$ cat src/sv/mlr_pkg.sv
// Types and constants of the midpoint line rasterizer
package mlr_pkg;

   localparam int COORD_BITS = 12;
   localparam int DELTA_BITS = COORD_BITS + 1;
   localparam int DEC_BITS   = COORD_BITS + 3;

   localparam logic OP_START = 1'b0;
   localparam logic OP_STEP  = 1'b1;

   localparam logic ST_OK      = 1'b0;
   localparam logic ST_NO_LINE = 1'b1;

   typedef logic signed [COORD_BITS-1:0] coord_type;
   typedef logic signed [DELTA_BITS-1:0] delta_type;
   typedef logic        [DELTA_BITS-1:0] mag_type;
   typedef logic signed [DEC_BITS-1:0]   dec_type;

   typedef struct packed {
      logic      opcode;
      coord_type first_x;
      coord_type first_y;
      coord_type second_x;
      coord_type second_y;
   } req_type;

   typedef struct packed {
      coord_type pixel_x;
      coord_type pixel_y;
      logic      last_pixel;
      logic      status;
   } rsp_type;

endpackage

$ cat src/sv/mlr_if.sv
// Valid/ready channels for rasterizer requests and pixels
interface mlr_req_if;
   logic              valid;
   logic              ready;
   mlr_pkg::req_type  payload;

   modport source (output valid, output payload, input ready);
   modport sink   (input valid, input payload, output ready);
endinterface

interface mlr_rsp_if;
   logic              valid;
   logic              ready;
   mlr_pkg::rsp_type  payload;

   modport source (output valid, output payload, input ready);
   modport sink   (input valid, input payload, output ready);
endinterface

$ cat src/sv/midpoint_line_rasterizer.sv
// An accepted item waits in the input register; its pixel is loaded from there into
// the result register, shown on rsp_ch until taken. Throughput: one item per cycle
// unless rsp_ch stalls; the decision add/compare and coordinate step fit between
// the input and result registers, so the line state updates every cycle.
// req_ch.ready drops only while both registers are full and the result is stalled.
// Synchronous active-high reset empties both registers and clears the active line.
module midpoint_line_rasterizer (
   input  logic            clock,
   input  logic            reset,
   mlr_req_if.sink         req_ch,
   mlr_rsp_if.source       rsp_ch
);

   logic                in_valid_ff;
   mlr_pkg::req_type    in_data_ff;
   logic                out_valid_ff;
   mlr_pkg::rsp_type    out_data_ff;
   mlr_pkg::rsp_type    out_data_in;

   mlr_pkg::coord_type  cur_x_ff, cur_x_in;
   mlr_pkg::coord_type  cur_y_ff, cur_y_in;
   mlr_pkg::coord_type  end_major_ff, end_major_in;
   mlr_pkg::dec_type    decision_ff, decision_in;
   mlr_pkg::dec_type    incr_straight_ff, incr_straight_in;
   mlr_pkg::dec_type    incr_diag_ff, incr_diag_in;
   logic                steep_ff, steep_in;
   logic                neg_ff, neg_in;
   logic                active_ff, active_in;

   logic                move;

   // start-item setup
   mlr_pkg::delta_type  dx, dy;
   mlr_pkg::mag_type    adx, ady, mag_a, mag_b;
   mlr_pkg::dec_type    a_ext, b_ext, two_b, two_amb;
   logic                s_steep, s_neg, x_first, y_first;
   mlr_pkg::coord_type  s_x, s_y, s_end;

   // step
   logic                diag;
   mlr_pkg::coord_type  t_x, t_y;
   mlr_pkg::dec_type    t_dec;

   mlr_pkg::coord_type  major;
   logic                last;

   assign move         = in_valid_ff && (!out_valid_ff || rsp_ch.ready);
   assign req_ch.ready = !in_valid_ff || move;
   assign rsp_ch.valid   = out_valid_ff;
   assign rsp_ch.payload = out_data_ff;

   always_comb begin
      dx  = mlr_pkg::delta_type'(in_data_ff.second_x) - mlr_pkg::delta_type'(in_data_ff.first_x);
      dy  = mlr_pkg::delta_type'(in_data_ff.second_y) - mlr_pkg::delta_type'(in_data_ff.first_y);
      adx = dx[mlr_pkg::DELTA_BITS-1] ? mlr_pkg::mag_type'(-dx) : mlr_pkg::mag_type'(dx);
      ady = dy[mlr_pkg::DELTA_BITS-1] ? mlr_pkg::mag_type'(-dy) : mlr_pkg::mag_type'(dy);
      s_steep = ady > adx;
      s_neg   = (dx != '0) && (dy != '0)
                && (dx[mlr_pkg::DELTA_BITS-1] != dy[mlr_pkg::DELTA_BITS-1]);
      x_first = in_data_ff.first_x <= in_data_ff.second_x;
      y_first = in_data_ff.first_y <= in_data_ff.second_y;
      if (!s_steep) begin
         mag_a = adx;
         mag_b = ady;
         s_x   = x_first ? in_data_ff.first_x  : in_data_ff.second_x;
         s_y   = x_first ? in_data_ff.first_y  : in_data_ff.second_y;
         s_end = x_first ? in_data_ff.second_x : in_data_ff.first_x;
      end else begin
         mag_a = ady;
         mag_b = adx;
         s_y   = y_first ? in_data_ff.first_y  : in_data_ff.second_y;
         s_x   = y_first ? in_data_ff.first_x  : in_data_ff.second_x;
         s_end = y_first ? in_data_ff.second_y : in_data_ff.first_y;
      end
      a_ext   = mlr_pkg::dec_type'({2'b00, mag_a});
      b_ext   = mlr_pkg::dec_type'({2'b00, mag_b});
      two_b   = b_ext <<< 1;
      two_amb = (a_ext - b_ext) <<< 1;
   end

   always_comb begin
      diag  = neg_ff ? (decision_ff > 0) : (decision_ff <= 0);
      t_dec = decision_ff + (diag ? incr_diag_ff : incr_straight_ff);
      t_x   = cur_x_ff;
      t_y   = cur_y_ff;
      if (!steep_ff) begin
         t_x = cur_x_ff + mlr_pkg::coord_type'(1);
         if (diag) begin
            t_y = neg_ff ? cur_y_ff - mlr_pkg::coord_type'(1)
                         : cur_y_ff + mlr_pkg::coord_type'(1);
         end
      end else begin
         t_y = cur_y_ff + mlr_pkg::coord_type'(1);
         if (diag) begin
            t_x = neg_ff ? cur_x_ff - mlr_pkg::coord_type'(1)
                         : cur_x_ff + mlr_pkg::coord_type'(1);
         end
      end
   end

   always_comb begin
      cur_x_in         = cur_x_ff;
      cur_y_in         = cur_y_ff;
      end_major_in     = end_major_ff;
      decision_in      = decision_ff;
      incr_straight_in = incr_straight_ff;
      incr_diag_in     = incr_diag_ff;
      steep_in         = steep_ff;
      neg_in           = neg_ff;
      active_in        = active_ff;

      if (in_data_ff.opcode == mlr_pkg::OP_START) begin
         cur_x_in     = s_x;
         cur_y_in     = s_y;
         end_major_in = s_end;
         steep_in     = s_steep;
         neg_in       = s_neg;
         if (!s_neg) begin
            decision_in      = a_ext - two_b;
            incr_straight_in = -two_b;
            incr_diag_in     = two_amb;
         end else begin
            decision_in      = two_b - a_ext;
            incr_straight_in = two_b;
            incr_diag_in     = -two_amb;
         end
      end else if (active_ff) begin
         cur_x_in    = t_x;
         cur_y_in    = t_y;
         decision_in = t_dec;
      end

      major = steep_in ? cur_y_in : cur_x_in;
      last  = major >= end_major_in;

      if (in_data_ff.opcode == mlr_pkg::OP_STEP && !active_ff) begin
         out_data_in.pixel_x    = '0;
         out_data_in.pixel_y    = '0;
         out_data_in.last_pixel = 1'b0;
         out_data_in.status     = mlr_pkg::ST_NO_LINE;
      end else begin
         out_data_in.pixel_x    = cur_x_in;
         out_data_in.pixel_y    = cur_y_in;
         out_data_in.last_pixel = last;
         out_data_in.status     = mlr_pkg::ST_OK;
         active_in              = !last;
      end
   end

   always_ff @(posedge clock) begin
      if (reset) begin
         in_valid_ff  <= 1'b0;
         out_valid_ff <= 1'b0;
         active_ff    <= 1'b0;
      end else begin
         if (req_ch.ready) begin
            in_valid_ff <= req_ch.valid;
         end
         if (move) begin
            out_valid_ff <= 1'b1;
            active_ff    <= active_in;
         end else if (rsp_ch.ready) begin
            out_valid_ff <= 1'b0;
         end
      end
   end

   always_ff @(posedge clock) begin
      if (req_ch.ready && req_ch.valid) begin
         in_data_ff <= req_ch.payload;
      end
      if (move) begin
         out_data_ff      <= out_data_in;
         cur_x_ff         <= cur_x_in;
         cur_y_ff         <= cur_y_in;
         end_major_ff     <= end_major_in;
         decision_ff      <= decision_in;
         incr_straight_ff <= incr_straight_in;
         incr_diag_ff     <= incr_diag_in;
         steep_ff         <= steep_in;
         neg_ff           <= neg_in;
      end
   end

endmodule

$ cat src/flat_wrapper.sv
// flat-port wrapper written by rule: the top's interface ports become plain ports
module midpoint_line_rasterizer_flat 
  (clock, reset, req_ch_valid, req_ch_payload, req_ch_ready, rsp_ch_valid, rsp_ch_payload, rsp_ch_ready);
  mlr_req_if req_ch_i ();
  mlr_rsp_if rsp_ch_i ();
  input  logic clock;
  input  logic reset;
  input wire logic [$bits(req_ch_i.valid)-1:0] req_ch_valid;
  input wire logic [$bits(req_ch_i.payload)-1:0] req_ch_payload;
  output wire logic [$bits(req_ch_i.ready)-1:0] req_ch_ready;
  output wire logic [$bits(rsp_ch_i.valid)-1:0] rsp_ch_valid;
  output wire logic [$bits(rsp_ch_i.payload)-1:0] rsp_ch_payload;
  input wire logic [$bits(rsp_ch_i.ready)-1:0] rsp_ch_ready;
  assign req_ch_i.valid = req_ch_valid;
  assign req_ch_i.payload = req_ch_payload;
  assign req_ch_ready = req_ch_i.ready;
  assign rsp_ch_valid = rsp_ch_i.valid;
  assign rsp_ch_payload = rsp_ch_i.payload;
  assign rsp_ch_i.ready = rsp_ch_ready;
  midpoint_line_rasterizer u_core (.clock(clock), .reset(reset), .req_ch(req_ch_i), .rsp_ch(rsp_ch_i));
endmodule
$ cat config.mk
export PLATFORM = sky130hd
export DESIGN_NAME = midpoint_line_rasterizer_flat
export DESIGN_NICKNAME = d
export VERILOG_FILES = /design/src/sv/mlr_pkg.sv /design/src/sv/mlr_if.sv /design/src/sv/midpoint_line_rasterizer.sv /design/src/flat_wrapper.sv
export SDC_FILE = /design/constraint.sdc
export NUM_CORES = 1
export LEC_CHECK = 0
export ABC_AREA = 1
export BUFFER_PORTS_ARGS = -buffer_cell sky130_fd_sc_hd__clkbuf_2
export CORE_MARGIN = 10
export CORE_UTILIZATION = 37
export DETAILED_ROUTE_END_ITERATION = 10
export GPL_ROUTABILITY_DRIVEN = 0
export HOLD_SLACK_MARGIN = 0.06
export PLACE_DENSITY = 0.55
export RECOVER_POWER = 25
export SLEW_MARGIN = 20
export SYNTH_ARGS = -nofsm -noshare
export SYNTH_HDL_FRONTEND = slang
export SYNTH_SLANG_ARGS = --single-unit
$ cat constraint.sdc
create_clock -name clock -period 8 [get_ports clock]
set_input_delay 0.8 -clock clock [delete_from_list [all_inputs] [get_ports clock]]
set_output_delay 0.8 -clock clock [all_outputs]
set_load 0.05 [all_outputs]
# == Yosys cells after proc, flatten, opt, wreduce, memory -nomap -nowiden ==
# Index checks and enable logic that the tools add are counted.
# word_totals
register_bits,161
# classes
n_eq_ne,2
bitwise_logic,2
magnitude_cmp,6
addsub,14
mux,36
reduce_logical,17
# op_table
op,n
two-way mux 12 bit,21
two-way mux 15 bit,5
two-way mux 13 bit,4
negator 13 bit,2
nonzero test 13 bit,2
subtractor 12 x 12 -> 13 bit,2
"adder 12 x 2 -> 12 bit, second input constant",2
less-or-equal comparator 12 bit,2
"subtractor 12 x 2 -> 12 bit, second input constant",2
adder 15 bit,1
"greater-than comparator 15 x 1 -> 1 bit, second input constant",1
"less-or-equal comparator 15 x 1 -> 1 bit, second input constant",1
negator 14 -> 15 bit,1
negator 15 bit,1
subtractor 13 x 14 -> 15 bit,1
subtractor 14 x 13 -> 15 bit,1
two-way mux 14 bit,1
subtractor 13 x 13 -> 14 bit,1
greater-than comparator 13 bit,1
>= comparator 12 bit,1
AND reduction 2 bit,3
logical AND 1 bit,5
two-way mux 1 bit,5
zero test 1 bit,4
5 further kinds,7

# == Longest topological paths before layout ==
# Gate-level depths: netlist of run 1.
# logic_depth
ltp_word,9
depth_mapped,50

# == Worst setup path after synthesis of run 1 ==
# OpenSTA, ideal clock, no wires.
# synth_path
path_type,register -> register
startpoint,register u_core.in_data_ff[12] (netlist name)
endpoint,"register u_core.out_data_ff, in the netlist u_core.rsp_ch.payload[1] (data pin)"
stages_incl_launch_ff,39
n_path_buf,5
arrival_time_ps,5454
period_less_slack_ps,5710
slack_ps,2290
t_required_ps,7745
path_cell_list,edfxtp_1 inv_1 ha_1 fa_1 ha_1 inv_1 a21oi_1 nand3_1 nor2_1 nand2_1 nor4_1 nand4_1 ha_1 nand2_1 o21ai_0 a21oi_1 nand2_4 nand2_8 [3 not listed] buf_2 nand2_1 o21ai_1 buf_2 o21ai_0 ha_1 inv_1 nand2_1 a21oi_1 o21bai_1 a21oi_1 nor3_1 o211ai_1 nand2_1 nand2_1 a22oi_1 o21ai_0 inv_1
# synth_via
elab_chain_cells,8
word_cells_on_any_way,18
# synth_lines
item,line_no,source
"start, declared",midpoint_line_rasterizer.sv:15,mlr_pkg::req_type in_data_ff;
"start signal, assigned",midpoint_line_rasterizer.sv:170,in_data_ff <= req_ch.payload;
subtractor 12 x 12 -> 13 bit,midpoint_line_rasterizer.sv:53,dx = mlr_pkg::delta_type'(in_data_ff.second_x) - mlr_pkg::delta_type'(in_data_ff.first_x);
negator 13 bit,midpoint_line_rasterizer.sv:55,adx = dx[mlr_pkg::DELTA_BITS-1] ? mlr_pkg::mag_type'(-dx) : mlr_pkg::mag_type'(dx);
two-way mux 13 bit,midpoint_line_rasterizer.sv:55,
greater-than comparator 13 bit,midpoint_line_rasterizer.sv:57,s_steep = ady > adx;
two-way mux 12 bit,midpoint_line_rasterizer.sv:62,if (!s_steep) begin
two-way mux 12 bit,midpoint_line_rasterizer.sv:112,if (in_data_ff.opcode == mlr_pkg::OP_START) begin
two-way mux 12 bit,midpoint_line_rasterizer.sv:133,major = steep_in ? cur_y_in : cur_x_in;
>= comparator 12 bit (*),midpoint_line_rasterizer.sv:134,last = major >= end_major_in;
"end signal, assigned",midpoint_line_rasterizer.sv:173,out_data_ff <= out_data_in;
"end, declared",midpoint_line_rasterizer.sv:17,mlr_pkg::rsp_type out_data_ff;
# Every way passes the cells marked *; elsewhere a longest branch is shown, timed or not.
# A chain may end at the register's enable or synchronous reset.

# == Worst setup path in the final report of run 1 ==
# layout_path
startpoint,register u_core.in_data_ff[12] (netlist name)
endpoint,"register u_core.out_data_ff, in the netlist u_core.rsp_ch.payload[1] (data pin)"
# layout_via
elab_chain_cells,8
word_cells_on_any_way,18
# layout_lines
item,line_no,source
subtractor 12 x 12 -> 13 bit,midpoint_line_rasterizer.sv:53,
negator 13 bit,midpoint_line_rasterizer.sv:55,
two-way mux 13 bit,midpoint_line_rasterizer.sv:55,
greater-than comparator 13 bit,midpoint_line_rasterizer.sv:57,
two-way mux 12 bit (*),midpoint_line_rasterizer.sv:62,
two-way mux 12 bit (*),midpoint_line_rasterizer.sv:112,
net u_core.cur_y_in[0],midpoint_line_rasterizer.sv:21,"mlr_pkg::coord_type cur_y_ff, cur_y_in;"
two-way mux 12 bit (*),midpoint_line_rasterizer.sv:133,
>= comparator 12 bit (*),midpoint_line_rasterizer.sv:134,
# The timed path passes the listed nets; every way through them passes the cells marked *.

==> reports/qor.txt, run 1 <==
Setup-failing EPs final = 0
chip width = 219.4 um
P_leak = 0.007717 uW
HP Class = input port to flip-flop
area grow syn2layout = 9.589%
startpoint types = flip-flop
Reg-to-Reg End = u_core.rsp_ch.payload[1]
status = finished, violations left
Top FF cell, synth = edfxtp_1
Worst R2R Start = u_core.in_data_ff[12]
Post-synth ARST share = 0
gr usage total = 0.1853
critical path endpoint = u_core.rsp_ch.payload[1]
Worst-path clk slew = 80 ps
dpl cells = 2650
PD cells = 356.0 mW/mm2
row count = 73
Critical Path End Type = flip-flop
most used cell, CP = nand2_1
# DRC = 0
Fin Setup TNS = 0 ps
post-layout min period = 6988 ps
CTS max path bufs = 2
sw frac = 0.5218
Worst Path Max Fanout = 59
hold buffers post-CTS = 0
Layout fillers = 4159
R2R Setup Slk = 1010 ps
core area = 0.03955 mm2
Rel. slew slack = -1.424
failing checks = capacitance limit, slew limit
Hold Slack = 500.2 ps
vias in the first global route = 13.09k
register area share after synthesis = 0.3224
Arr. time, crit path = 7210 ps
Clock Latency Late Sink = 470 ps
IO Pins = 81
Worst Clk Skew = 17.81 ps
Syn Area/Cell = 7.009 um2
synthesized cell area = 0.01472 mm2
Clock Power Share = 0.144
Yosys warnings = 0
ratio of cells with drive above 1 in the final layout = 0.1011
Die Ht = 219.4 um
non-filler cells, final = 2682
antenna violations before repair = 0
first drt pass iteration count = 6
# diodes = 0
Pwr Total = 5742 uW
Initial Util = 0.3721
EDFF count, synth = 156
Via density = 5.199
syn nets = 2255
CP required = 8220 ps
H-tree depth = 4
GRT Residual Overflow = 0
M3 GR Usage = 0.03662
Initial DRC Count = 1392
most frequent cells after synthesis = 568 x nand2_1, 294 x inv_1, 165 x nand3_1, 160 x o21ai_0, 156 x edfxtp_1
unrepaired setup endpoints after global routing = no
Yosys reg bits = 159
Achievable Freq = 143.1 MHz
Gate Count Post-Synth = 2100
DR WL/cell = 16.56 um
Synth cell types = 59
Sink Count = 159
cell taking the most area after synthesis = edfxtp_1
worst vdd rail ir drop = 0.1913 mV
most common cell in the netlist = nand2_1
first-pass GRT wire length = 70.22 mm
top-area cell type share of the netlist area = 0.3183
Final period util = 0.8736
final hold violations = 0
GRT met2 Usage = 0.2918
Max Cap Viol = 3
DR vias = 13.94k
worst setup path startpoint = u_core.in_data_ff[12]
Reg2Reg Depth = 36
Port Buffers = 80
WL final = 44.42 mm
internal power = 2746 uW
crit-path max cell delay = 540 ps
cells taking the most area after synthesis = edfxtp_1 32%, nand2_1 14%, ha_1 8.2%
CTS tree = yes
met1 Track Usage GR = 0.2533
Slowest-stage cell, CP = fa_1
largest net degree at the start of global routing = 65
antenna viol nets, final = 0
max-slew violation count = 133
Final Util = 0.4078
post_cts resized = 0
combinational share of power = 0.650
Nets = 2299
die area = 0.04816 mm2
Psw = 2996 uW
Seq pwr share = 0.206
GR peak layer = met2
CTS buffer count = 17
postcts setup bufs = 0
root buffer cell = clkbuf_16
Crit Path Class = flip-flop to flip-flop
Worst Tran Pin Value = 3636 ps
detailed placement HPWL = 34.83 mm
-- worst min path at each step --
stage	from	end	slack, ps	depth (start not counted)
after global placement	u_core.rsp_ch.valid	u_core.rsp_ch.valid	490	2
after CTS	req_ch_payload[34]	u_core.in_data_ff[34]	480	1
after global routing	req_ch_payload[18]	u_core.in_data_ff[18]	490	1
after floorplan	u_core.in_valid_ff	u_core.rsp_ch.valid	520	2
final	req_ch_payload[34]	u_core.in_data_ff[34]	500	1
after detailed placement	u_core.rsp_ch.valid	u_core.rsp_ch.valid	500	2
-- placed cells by master (no fill, tap or decap), drive strengths merged, types with 5 or more instances in the layout --
master / instances
nand3b: 8
xnor2: 8
nor3: 23
o21bai: 5
nand4: 17
o21ai: 180
o211ai: 20
nor2: 159
clkinv: 10
inv: 310
a21oi: 136
edfxtp: 156
o22ai: 10
nand3: 173
nor4: 8
xor2: 59
fa: 5
ha: 97
clkbuf: 100
nand2: 620
buf: 10
-- metrics by stage --
step	instance area (um2)	setup slack (ps)
detailed placement	15550	1121
CTS	16150	1058
global route	16130	289.3
floorplan	14720	2290
finish	16130	1012
global placement	15540	1224
-- power groups by stage --
stage / combinational, uW / clock (uW) / sequential (uW)
after floorplan: 2800 / 0 / 1220
after global placement: 3640 / 0 / 1200
after detailed placement: 3690 / 0 / 1200
after CTS: 3700 / 842 / 1180
after global routing: 4240 / 877 / 1190
final: 3730 / 826 / 1180
-- cells by family (layout without fill, tap and decap cells) --
kind of cell,Yosys count,in the layout,share of synthesized area
xor gates and xnor gates,67,67,0.03987
DFF,159,159,0.3224
buffers and inverters,375,432,0.1011
adders and majority gates,102,102,0.08926
and+or+nand+nor,1013,1013,0.3014
AOI/OAI and AO/OA,382,382,0.1447
muxes,2,2,0.001360
-- area by class of cell --
type / instances / area (um2) / share of cell area
Inverter: 307 / 1155 / 0.07160
Clock buffer: 17 / 425.4 / 0.02638
Multi-Input combinational cell: 1566 / 8496 / 0.5267
Clock inverter: 15 / 173.9 / 0.01078
Timing Repair Buffer: 93 / 478.0 / 0.02963
Sequential cell: 159 / 4745 / 0.2942
Tap cell: 525 / 656.9 / 0.04073
-- sequential cells by signal (all words and copies together) (netlist names) --
name	flops
u_core.in_data_ff	49
u_core.rsp_ch.payload	26
u_core.decision_ff	15
u_core.incr_diag_ff	14
u_core.incr_straight_ff	14
u_core.cur_x_ff	12
u_core.cur_y_ff	12
u_core.end_major_ff	12
u_core.active_ff	1
u_core.in_valid_ff	1
u_core.neg_ff	1
u_core.rsp_ch.valid	1
u_core.steep_ff	1
-- critical path, delay by kind of cell (launching register included) --
family / cells / cell delay, ps
buf+inv: 6 / 1020
fa+ha+maj: 5 / 1630
flops: 1 / 400
compound gates: 10 / 1490
simple gates: 15 / 2150
-- routing by layer --
layer  share of wire  up-vias
met3           0.069       41
li1                -     7046
met1            0.47     6453
met2            0.45      404
met4           0.018        0
met5               0        -
No activity file was read; power rests on OpenSTA's default activity.
==> run 2, diff against run 1 <==
--- a/config.mk
+++ b/config.mk
@@ -5,7 +5,7 @@
 export SDC_FILE = /design/constraint.sdc
 export NUM_CORES = 1
 export LEC_CHECK = 0
-export ABC_AREA = 1
+export ABC_AREA = 0
 export BUFFER_PORTS_ARGS = -buffer_cell sky130_fd_sc_hd__clkbuf_2
 export CORE_MARGIN = 10
 export CORE_UTILIZATION = 37
==> run 2 against run 1 <==
  * The run still ends with capacitance limit, slew limit left
  * Via count is 14% lower
  * Global-route usage is 1.1 points lower
  * Routed wire length is 10% lower
  * Combinational power is 21% higher
==> reports/qor.txt, run 2 <==
Slowest-stage cell, CP = or4b_2
P_leak = 0.006378 uW
chip width = 212.0 um
most common cell after layout, fill and taps aside = edfxtp_1
H-tree depth = 4
Worst R2R Start = u_core.in_data_ff[12]
hold depth = 2
syn nets = 1686
first drt pass iteration count = 6
largest net degree at the start of global routing = 64
gr usage total = 0.1742
final hold violations = 0
PD cells = 415.8 mW/mm2
Max Cap Viol = 2
Worst Tran Pin Value = 2805 ps
die area = 0.04493 mm2
# DRC = 0
worst setup path startpoint = u_core.in_data_ff[12]
failing checks = capacitance limit, slew limit
Crit Path Class = flip-flop to flip-flop
core area = 0.03652 mm2
Worst-path clk slew = 70 ps
Nets = 1783
Syn Area/Cell = 8.906 um2
post-layout min period = 7732 ps
startpoint types = flip-flop
most frequent cells after synthesis = 156 x edfxtp_1, 136 x nor2_1, 122 x inv_1, 117 x nand2_1, 101 x a21oi_1
dpl ws = -53.13 ps
cell taking the most area after synthesis = edfxtp_1
Yosys reg bits = 159
row count = 70
dpl cells = 2065
Reg-to-Reg End = u_core.decision_ff[14]
ratio of cells with drive above 1 in the final layout = 0.1609
WL final = 39.98 mm
Synth cell types = 85
Initial DRC Count = 1071
DR WL/cell = 18.96 um
Clock Power Share = 0.123
# diodes = 0
antenna viol nets, final = 0
Yosys warnings = 0
status = finished, violations left
register area share after synthesis = 0.3480
Port Buffers = 80
area grow syn2layout = 15.22%
CTS max path bufs = 2
Achievable Freq = 129.3 MHz
sw frac = 0.4683
Arr. time, crit path = 8020 ps
Multi-input gate area = 0.008469 mm2
WP buf/inv = 3
internal power = 3473 uW
hold buffers post-CTS = 0
Worst Path Max Fanout = 14
combinational share of power = 0.688
Pwr Total = 6532 uW
Layout fillers = 3579
Final Util = 0.4301
most used cell, CP = a21o_1
worst vdd rail ir drop = 0.2121 mV
family with the most delay on the worst path = compound AO/OA/AOI/OAI gates
most common cell in the netlist = edfxtp_1
synthesized cell area = 0.01363 mm2
R2R Setup Slk = 270 ps
Gate Count Post-Synth = 1531
first-pass GRT wire length = 61.91 mm
antenna violations before repair = 1
vias in the first global route = 11.01k
Die Ht = 212.0 um
non-filler cells, final = 2109
Initial Util = 0.3733
EDFF count, synth = 156
Psw = 3059 uW
Via density = 5.710
cells taking the most area after synthesis = edfxtp_1 34%, ha_1 8.9%, xnor2_1 4.8%
Hold Slack = 516.3 ps
Clock Latency Late Sink = 450 ps
IO Pins = 81
DR vias = 12.04k
Top FF cell, synth = edfxtp_1
detailed placement HPWL = 31.12 mm
Reg2Reg Depth = 32
hold endpoint = u_core.rsp_ch.valid
CTS buffer count = 17
max-slew violation count = 80
Seq pwr share = 0.188
CP required = 8290 ps
number of flip-flops in the largest register = 49
setup slack after layout = 268.3 ps
root buffer cell = clkbuf_16
GRT Residual Overflow = 0
Most flops, register = u_core.in_data_ff
Post-synth ARST share = 0
crit-path max cell delay = 630 ps
storage element area = 0.004745 mm2
CTS tree = yes
Sink Count = 159
worst hold start = u_core.in_valid_ff
Setup-failing EPs final = 0
commonest cells after routing, fill and taps aside = 156 x edfxtp_1, 133 x nor2_1, 121 x inv_1, 116 x nand2_1, 98 x a21oi_1
Worst Clk Skew = 14.73 ps
Critical Path End Type = flip-flop
top-area cell type share of the netlist area = 0.3436
Final period util = 0.9665
HP Class = flip-flop to flip-flop
Rel. slew slack = -0.8700
run 2: cell types whose count changed in the layout (fill, tap and decap cells not counted), moves of 29 or more:
cell / previous run / this run
nand2_1: 568 / 116
xor2_1: 59 / 20
nand3_1: 165 / 32
buf_4: 10 / 61
o21ai_0: 160 / 85
nor2b_1: 0 / 29
xnor2_1: 8 / 69
a211oi_1: 1 / 38
mux2i_1: 2 / 41
a21o_1: 2 / 38
nand2_2: 44 / 1
inv_1: 292 / 121
a21oi_1: 132 / 98
run 2: final cells by class:
class / count / share of cell area
Multi-Input combinational cell: 1183 / 0.5391
Clock buffer: 18 / 0.02732
Inverter: 123 / 0.02939
Timing Repair Buffer: 144 / 0.05560
Tap cell: 468 / 0.03728
Clock inverter: 14 / 0.009239
Sequential cell: 159 / 0.3020
run 2: layer usage:
layer	wire, um	vias up	GRT usage
li1	-	5852	-
met1	19070	5793	0.2494
met2	17910	363	0.2655
met3	2431	34	0.03135
met4	563	0	0.03967
met5	0	-	0
run 2: cells by family after synthesis:
family | after synthesis | share of synthesized area
flops | 159 | 0.3480
compound gates | 455 | 0.2245
xor+xnor | 96 | 0.06167
fa+ha+maj | 102 | 0.09636
simple gates | 468 | 0.1692
mux | 61 | 0.04653
buf+inv | 190 | 0.05378
run 2: how the worst max path moves through the flow:
| stage | cells after the start | to | slack (ps) |
|---|---|---|---|
| after floorplan | 36 | u_core.decision_ff[13] | -70 |
| after global placement | 34 | u_core.rsp_ch.payload[1] | 100 |
| after detailed placement | 34 | u_core.decision_ff[13] | -50 |
| after CTS | 31 | u_core.rsp_ch.payload[1] | 20 |
| after global routing | 36 | u_core.rsp_ch.payload[1] | -40 |
| final | 32 | u_core.decision_ff[14] | 270 |
run 2: worst min-delay path: cells and delay by family (launching register included):
| kind | cells | cell delay, ps |
|---|---|---|
| flops | 1 | 330 |
| simple gates | 2 | 140 |
run 2: per-stage QoR:
stage               cell area (um2)  TNS (ps)
floorplan                     13640    -103.2
global placement              14790         0
detailed placement            14800    -79.68
CTS                           15390         0
global route                  15710    -69.65
finish                        15710         0
run 2: what timing repair did:
item | CTS | global route
gates cloned | 1 | 0
setup buffers | 0 | 11
pin swaps | 1 | 11
endpoints found under the setup margin | 4 | 13
resized for setup | 3 | 50
run 2: power groups by stage:
stage	registers, uW	clock network [uW]	logic, uW
final	1230	806	4500
after global routing	1240	859	4950
after CTS	1230	828	4350
after detailed placement	1250	0	4310
after global placement	1240	0	4280
after floorplan	1260	0	3180
